## src/sv/rdc_pkg.sv

```systemverilog
package rdc_pkg;

  localparam int VALUE_W   = 31;
  localparam int RADIX_W   = 6;
  localparam int DIGIT_W   = 6;

  localparam int DIGIT_DEPTH_DEF = 32;

  // quotient bits resolved per divider cycle
  localparam int DIV_BITS  = 8;
  localparam int DIV_STEPS = (VALUE_W + DIV_BITS - 1) / DIV_BITS;
  localparam int WORK_W    = DIV_STEPS * DIV_BITS;
  localparam int STEP_W    = $clog2(DIV_STEPS);

  typedef struct packed {
    logic load;
    logic run;
  } div_ctrl_t;

  typedef struct packed {
    logic               done;
    logic               quo_zero;
    logic [DIGIT_W-1:0] digit;
  } div_stat_t;

endpackage

```

## src/sv/rdc_ram.sv

```systemverilog
module rdc_ram #(
  parameter int WIDTH = 8,
  parameter int DEPTH = 32
) (
  input  logic                     clk_i,
  input  logic                     we_i,
  input  logic [$clog2(DEPTH)-1:0] waddr_i,
  input  logic [WIDTH-1:0]         wdata_i,
  input  logic [$clog2(DEPTH)-1:0] raddr_i,
  output logic [WIDTH-1:0]         rdata_o
);

  logic [WIDTH-1:0] mem_q [DEPTH];
  logic [WIDTH-1:0] rdata_q;

  always_ff @(posedge clk_i) begin
    if (we_i) begin
      mem_q[waddr_i] <= wdata_i;
    end
    rdata_q <= mem_q[raddr_i];
  end

  assign rdata_o = rdata_q;

endmodule

```

## src/sv/rdc_divider.sv

```systemverilog
module rdc_divider import rdc_pkg::*; (
  input  logic               clk_i,
  input  logic               rst_ni,
  input  div_ctrl_t          ctrl_i,
  input  logic [VALUE_W-1:0] value_i,
  input  logic [RADIX_W-1:0] radix_i,
  output div_stat_t          stat_o
);

  logic [WORK_W-1:0]  work_q, work_d;
  logic [RADIX_W-1:0] rem_q, rem_d;
  logic [RADIX_W-1:0] radix_q;
  logic [STEP_W-1:0]  step_q;
  logic               last_step;

  // dividend bits leave at the top, quotient bits enter at the bottom
  always_comb begin
    logic [RADIX_W:0]   trial;
    logic [RADIX_W-1:0] rem;
    logic [WORK_W-1:0]  w;
    rem = rem_q;
    w   = work_q;
    for (int i = 0; i < DIV_BITS; i++) begin
      trial = {rem, w[WORK_W-1]};
      w     = {w[WORK_W-2:0], 1'b0};
      if (trial >= {1'b0, radix_q}) begin
        trial = trial - {1'b0, radix_q};
        w[0]  = 1'b1;
      end
      rem = trial[RADIX_W-1:0];
    end
    rem_d  = rem;
    work_d = w;
  end

  assign last_step = (step_q == STEP_W'(DIV_STEPS - 1));

  always_ff @(posedge clk_i or negedge rst_ni) begin
    if (!rst_ni) begin
      step_q <= '0;
    end else if (ctrl_i.load) begin
      step_q <= '0;
    end else if (ctrl_i.run) begin
      step_q <= last_step ? '0 : step_q + 1'b1;
    end
  end

  always_ff @(posedge clk_i) begin
    if (ctrl_i.load) begin
      work_q  <= WORK_W'(value_i);
      rem_q   <= '0;
      radix_q <= radix_i;
    end else if (ctrl_i.run) begin
      work_q <= work_d;
      rem_q  <= last_step ? '0 : rem_d;
    end
  end

  assign stat_o.done     = ctrl_i.run & last_step;
  assign stat_o.quo_zero = (work_d == '0);
  assign stat_o.digit    = DIGIT_W'(rem_d);

endmodule

```

## src/sv/radix_digit_converter.sv

```systemverilog
// radix_digit_converter
// input channel: in_valid_i, value_i, radix_i; a transfer happens when
// in_valid_i is high and in_stall_o is low. for a nonzero value and a
// radix of at least two, in_stall_o is high from the cycle after a transfer
// until the last digit of that value is handed to the output register.
// output channel: out_valid_o, digit_o, last_o; one transfer per digit,
// most significant first, last_o set on the least significant digit.
// a value of zero, or a radix below two, gives no output at all.
// for each value: the value is accepted, then the single divider works
// out each digit in DIV_STEPS steps (8 quotient bits per cycle over a 32 bit
// dividend), then each digit is popped from the digit stack through its
// registered read port in states ST_RD and ST_LOAD.
// the stack keeps the DIGIT_DEPTH least significant digits; further
// digits are dropped.
// out_stall_i holds the output register and pauses the stack pop; the next
// value may be taken while the final digit of the previous one still waits.
// reset empties the pipeline: no output valid, block ready for a value.
module radix_digit_converter import rdc_pkg::*; #(
  parameter int DIGIT_DEPTH = DIGIT_DEPTH_DEF
) (
  input  logic               clk_i,
  input  logic               rst_ni,
  input  logic               in_valid_i,
  output logic               in_stall_o,
  input  logic [VALUE_W-1:0] value_i,
  input  logic [RADIX_W-1:0] radix_i,
  output logic               out_valid_o,
  input  logic               out_stall_i,
  output logic [DIGIT_W-1:0] digit_o,
  output logic               last_o
);

  localparam int ADDR_W = $clog2(DIGIT_DEPTH);
  localparam int CNT_W  = $clog2(DIGIT_DEPTH + 1);

  typedef enum logic [3:0] {
    ST_IDLE = 4'b0001,
    ST_DIV  = 4'b0010,
    ST_RD   = 4'b0100,
    ST_LOAD = 4'b1000
  } state_e;

  state_e             state_q, state_d;
  logic [CNT_W-1:0]   cnt_q, cnt_d;
  logic               out_valid_q, out_valid_d;
  logic [DIGIT_W-1:0] digit_q;
  logic               last_q;

  div_ctrl_t          div_ctrl;
  div_stat_t          div_stat;

  logic               in_xfer;
  logic               push;
  logic               pop;
  logic               out_free;
  logic [ADDR_W-1:0]  raddr;
  logic [DIGIT_W-1:0] rdata;

  assign in_xfer  = in_valid_i & (state_q == ST_IDLE);
  assign out_free = ~out_valid_q | ~out_stall_i;
  assign push     = div_stat.done & (cnt_q < CNT_W'(DIGIT_DEPTH));
  assign pop      = (state_q == ST_RD) & out_free;
  assign raddr    = ADDR_W'(cnt_q - 1'b1);

  assign div_ctrl.load = in_xfer;
  assign div_ctrl.run  = (state_q == ST_DIV);

  rdc_divider u_divider (
    .clk_i   (clk_i),
    .rst_ni  (rst_ni),
    .ctrl_i  (div_ctrl),
    .value_i (value_i),
    .radix_i (radix_i),
    .stat_o  (div_stat)
  );

  rdc_ram #(
    .WIDTH (DIGIT_W),
    .DEPTH (DIGIT_DEPTH)
  ) u_stack (
    .clk_i   (clk_i),
    .we_i    (push),
    .waddr_i (cnt_q[ADDR_W-1:0]),
    .wdata_i (div_stat.digit),
    .raddr_i (raddr),
    .rdata_o (rdata)
  );

  always_comb begin
    state_d     = state_q;
    cnt_d       = cnt_q;
    out_valid_d = out_valid_q & out_stall_i;
    case (state_q)
      ST_IDLE: begin
        cnt_d = '0;
        if (in_xfer && (value_i != '0) && (radix_i >= RADIX_W'(2))) begin
          state_d = ST_DIV;
        end
      end
      ST_DIV: begin
        if (push) begin
          cnt_d = cnt_q + 1'b1;
        end
        if (div_stat.done && div_stat.quo_zero) begin
          state_d = ST_RD;
        end
      end
      ST_RD: begin
        if (pop) begin
          cnt_d   = cnt_q - 1'b1;
          state_d = ST_LOAD;
        end
      end
      ST_LOAD: begin
        out_valid_d = 1'b1;
        state_d     = (cnt_q == '0) ? ST_IDLE : ST_RD;
      end
      default: begin
        state_d = ST_IDLE;
      end
    endcase
  end

  always_ff @(posedge clk_i or negedge rst_ni) begin
    if (!rst_ni) begin
      state_q     <= ST_IDLE;
      cnt_q       <= '0;
      out_valid_q <= 1'b0;
    end else begin
      state_q     <= state_d;
      cnt_q       <= cnt_d;
      out_valid_q <= out_valid_d;
    end
  end

  always_ff @(posedge clk_i) begin
    if (state_q == ST_LOAD) begin
      digit_q <= rdata;
      last_q  <= (cnt_q == '0);
    end
  end

  assign in_stall_o  = (state_q != ST_IDLE);
  assign out_valid_o = out_valid_q;
  assign digit_o     = digit_q;
  assign last_o      = last_q;

endmodule
```

## config.mk

```make
export PLATFORM = sky130hd
export DESIGN_NAME = radix_digit_converter
export DESIGN_NICKNAME = d
export VERILOG_FILES = /design/src/sv/rdc_pkg.sv /design/src/sv/rdc_ram.sv /design/src/sv/rdc_divider.sv /design/src/sv/radix_digit_converter.sv
export SDC_FILE = /design/constraint.sdc
export NUM_CORES = 1
export LEC_CHECK = 0
export BUFFER_PORTS_ARGS = -buffer_cell sky130_fd_sc_hd__buf_2
export CAP_MARGIN = 40
export CORE_MARGIN = 3
export CORE_UTILIZATION = 55
export DETAILED_ROUTE_END_ITERATION = 8
export GPL_TIMING_DRIVEN = 0
export PLACE_DENSITY = 0.8
export SLEW_MARGIN = 20
export SYNTH_ARGS = -nofsm -noshare
export SYNTH_HDL_FRONTEND = slang
export SYNTH_HIERARCHICAL = 1
export SYNTH_SLANG_ARGS = --single-unit
```

## constraint.sdc

```tcl
create_clock -name clk_i -period 17 [get_ports clk_i]
set_input_delay 3.4 -clock clk_i [delete_from_list [all_inputs] [get_ports clk_i]]
set_output_delay 3.4 -clock clk_i [all_outputs]
set_load 0.1 [all_outputs]
```

==> flow_summary.yaml <==
outcome:
  status: "completed"
clocking:
  htree_levels: 1
  cts-root-buf: "clkbuf_16"
  clkTransAtPathRegs_ps: 70
  worstSkewPairLatency_ps: 530
  cts_buffers: 26
  cts_tree: "done"
  clock-sinks: 262
  clockBufferDepth: 3
drt:
  detail_route.wl_per_cell_um: 24.24
  wl_met3_um: 2250
  via_per_inst: 6.379
  vias: 8529
  firstDrtPassIters: 5
  drc: 0
  ant_nets: 0
  wl_met1_um: 12700
  drt_iter0_drc: 781
  met2_length_um: 16180
  top_layer: "met5"
  drt_wl_total_um: 32410
synth:
  synth_edf_count: 236
  syn_inst: 888
  syn_area_mm2: 0.01333
  ys_ff_latch: 262
  ys_seq_area_frac: 0.5757
  synth_cell_type_count: 83
  synth-async-reset-ratio: 0.04962
  synth_nets: 989
  ys_warn_count: 6
  avgSynthCellArea_um2: 15.01
  synthFlopType: "edfxtp_1"
worst_hold_path:
  holdPathStages: 0
  min-delay-start: "u_stack/rdata_o[2]"
  whs_endpoint: "digit_o[2]"
  hold_path.class: "reg -> reg"
sta:
  period_share: 0.9553
  fin_crit_ps: 16240
  hold_viol_final: 0
  tns_ps: 0
  slew_viol_final: 0
  final-setup-viol-count: 0
  relSlewSlack: 0.3877
  hold_slack_ps: 401.9
  max_freq_mhz: 61.58
  tightest_slew_ps: 916.1
  clock_skew_ps: 22.05
critical_path:
  r2r_start: "u_divider/radix_q[1]"
  critical_path_arrival_ps: 16480
  worstRegToRegCells: 73
  crit_path_end_kind: "flip-flop"
  slowest_delay_ps: 450
  worst_ep_required_time_ps: 17240
  critPathSlowestCell: "edfxtp_1"
  path_max_fanout: 17
  cp_num_buf_inv: 6
  critPathKind: "reg -> reg"
  timing.rr.end: "u_stack/mem_q[30][3]"
  worst_path_dominant_cell_family: "compound AO/OA/AOI/OAI gates"
  start_kind: "flip-flop"
  path_common_cell: "ha_1"
  regToRegSetupSlack_ps: 760
floorplanning:
  dieHeight_um: 161.7
  rows: 56
  ioPinCount: 50
  core_area_mm2: 0.02361
  initial_core_util: 0.5645
  die_w_um: 161.7
  dieArea_mm2: 0.02614
layout:
  fillers: 1619
  syn_to_final_growth_pct: 15.09
  drive_above_1_share: 0.2967
  final_common_cell: "edfxtp_1"
  antenna_cells: 0
  layout_common_cells: "edfxtp_1 (236), nor2_1 (63), mux4_2 (60), buf_2 (52), ha_1 (50)"
  fin_nets: 1099
grt:
  grt_pass1_vias: 8417
  grt.total_usage: 0.2335
  antenna_found_initial: 1
  grt_pass1_wl_um: 47380
  grt_remaining_overflow: 0
  grt_start_max_net_pins: 34
placed_design:
  io_buffer_count: 49
  place_congestion: 0.9289
  place_hpwl_um: 20410
job:
  max_cap_violations: 0
==> worst reg2reg max path, delay by kind of cell, from the launching register on <==
family	cells	cell delay (ps)
compound gates	39	7590
fa+ha+maj	8	2300
buf+inv	6	760
flops	1	450
mux	7	2220
simple gates	13	2620
==> registers in the layout, indices dropped and copies added, names as in the netlist <==
name / flops
u_stack/mem_q: 192
u_divider/step_q: 2
cnt_q: 6
digit_o: 6
u_divider/radix_q: 6
state_q: 4
u_divider/work_q: 32
u_divider/rem_q: 6
out_valid_o: 1
last_o: 1
u_stack/rdata_o: 6
==> cell families after synthesis <==
| logic type | after synthesis | share of synthesized area |
|---|---|---|
| AOI/OAI and AO/OA | 149 | 0.08467 |
| xor gates and xnor gates | 24 | 0.01577 |
| adders and majority gates | 60 | 0.06083 |
| buffers and inverters | 70 | 0.02422 |
| DFF | 262 | 0.5757 |
| muxes | 129 | 0.1593 |
| and+or+nand+nor | 194 | 0.07951 |
==> layout make-up <==
class	instances	area (um2)	area share
Tap cell	319	399.1	0.02602
Multi-Input combinational cell	561	5617	0.3661
Buffer	26	146.4	0.009542
Clock inverter	11	95.09	0.006199
Inverter	44	196.4	0.01280
Sequential cell	262	7674	0.5002
Timing Repair Buffer	77	491.7	0.03205
Clock buffer	37	721.9	0.04706
==> through the flow <==
stage	util	setup WS [ps]	instance area, um2	cells
global route	0.6497	-93.29	15340	1337
finish	0.6497	760.7	15340	1337
floorplan	-	565.3	13330	888
detailed placement	0.5937	-2012	14020	1257
global placement	0.5918	-3096	13970	1256
CTS	0.6336	12.43	14960	1311
==> Yosys cell counts, drive strengths merged (6+ instances only) <==
cell type	number	area share
a21o	22	0.012
a21oi	34	0.014
a31oi	7	0.0055
buf	11	0.0067
clkbuf	15	0.0042
dfrtp	12	0.023
dfxtp	13	0.020
edfxtp	236	0.53
fa	8	0.012
ha	52	0.049
inv	43	0.012
mux2	53	0.046
mux2i	16	0.012
mux4	60	0.10
nand2	23	0.0065
nand2b	7	0.0033
nand3b	6	0.0034
nand4	6	0.0028
nor2	65	0.018
nor2b	13	0.0061
nor3	14	0.0065
nor4	15	0.0070
o21a	11	0.0062
o21ai	25	0.0094
xnor2	15	0.0099
xor2	9	0.0059
==> worst max-delay path by stage <==
stage	start	endpoint	slack (ps)	cells past startpoint
final	u_divider/radix_q[1]	u_stack/mem_q[30][3]	760	73
after global routing	u_divider/radix_q[1]	u_stack/mem_q[30][3]	-90	72
after CTS	u_divider/radix_q[2]	u_stack/mem_q[30][3]	10	74
after detailed placement	u_divider/radix_q[1]	u_stack/mem_q[10][1]	-2010	74
after global placement	u_divider/radix_q[1]	u_stack/mem_q[8][0]	-3100	73
after floorplan	u_divider/radix_q[1]	u_stack/mem_q[0][0]	570	72
==> layer usage <==
layer | GRT usage | vias to the layer above
met3 | 0.03290 | 82
met1 | 0.3078 | 4275
li1 | - | 3769
met5 | 0 | -
met2 | 0.4021 | 401
met4 | 0.08220 | 2
==> what timing repair did <==
item,CTS,global route
gates resized for setup,16,36
setup buffers,6,19
pin swaps,0,5
hold buffers,0,0
setup endpoints to repair,201,201
cloned,0,5
Power is left out: the tool's default activity adds up to more than one toggle a clock period on the data nets, which glitch-free logic cannot reach.
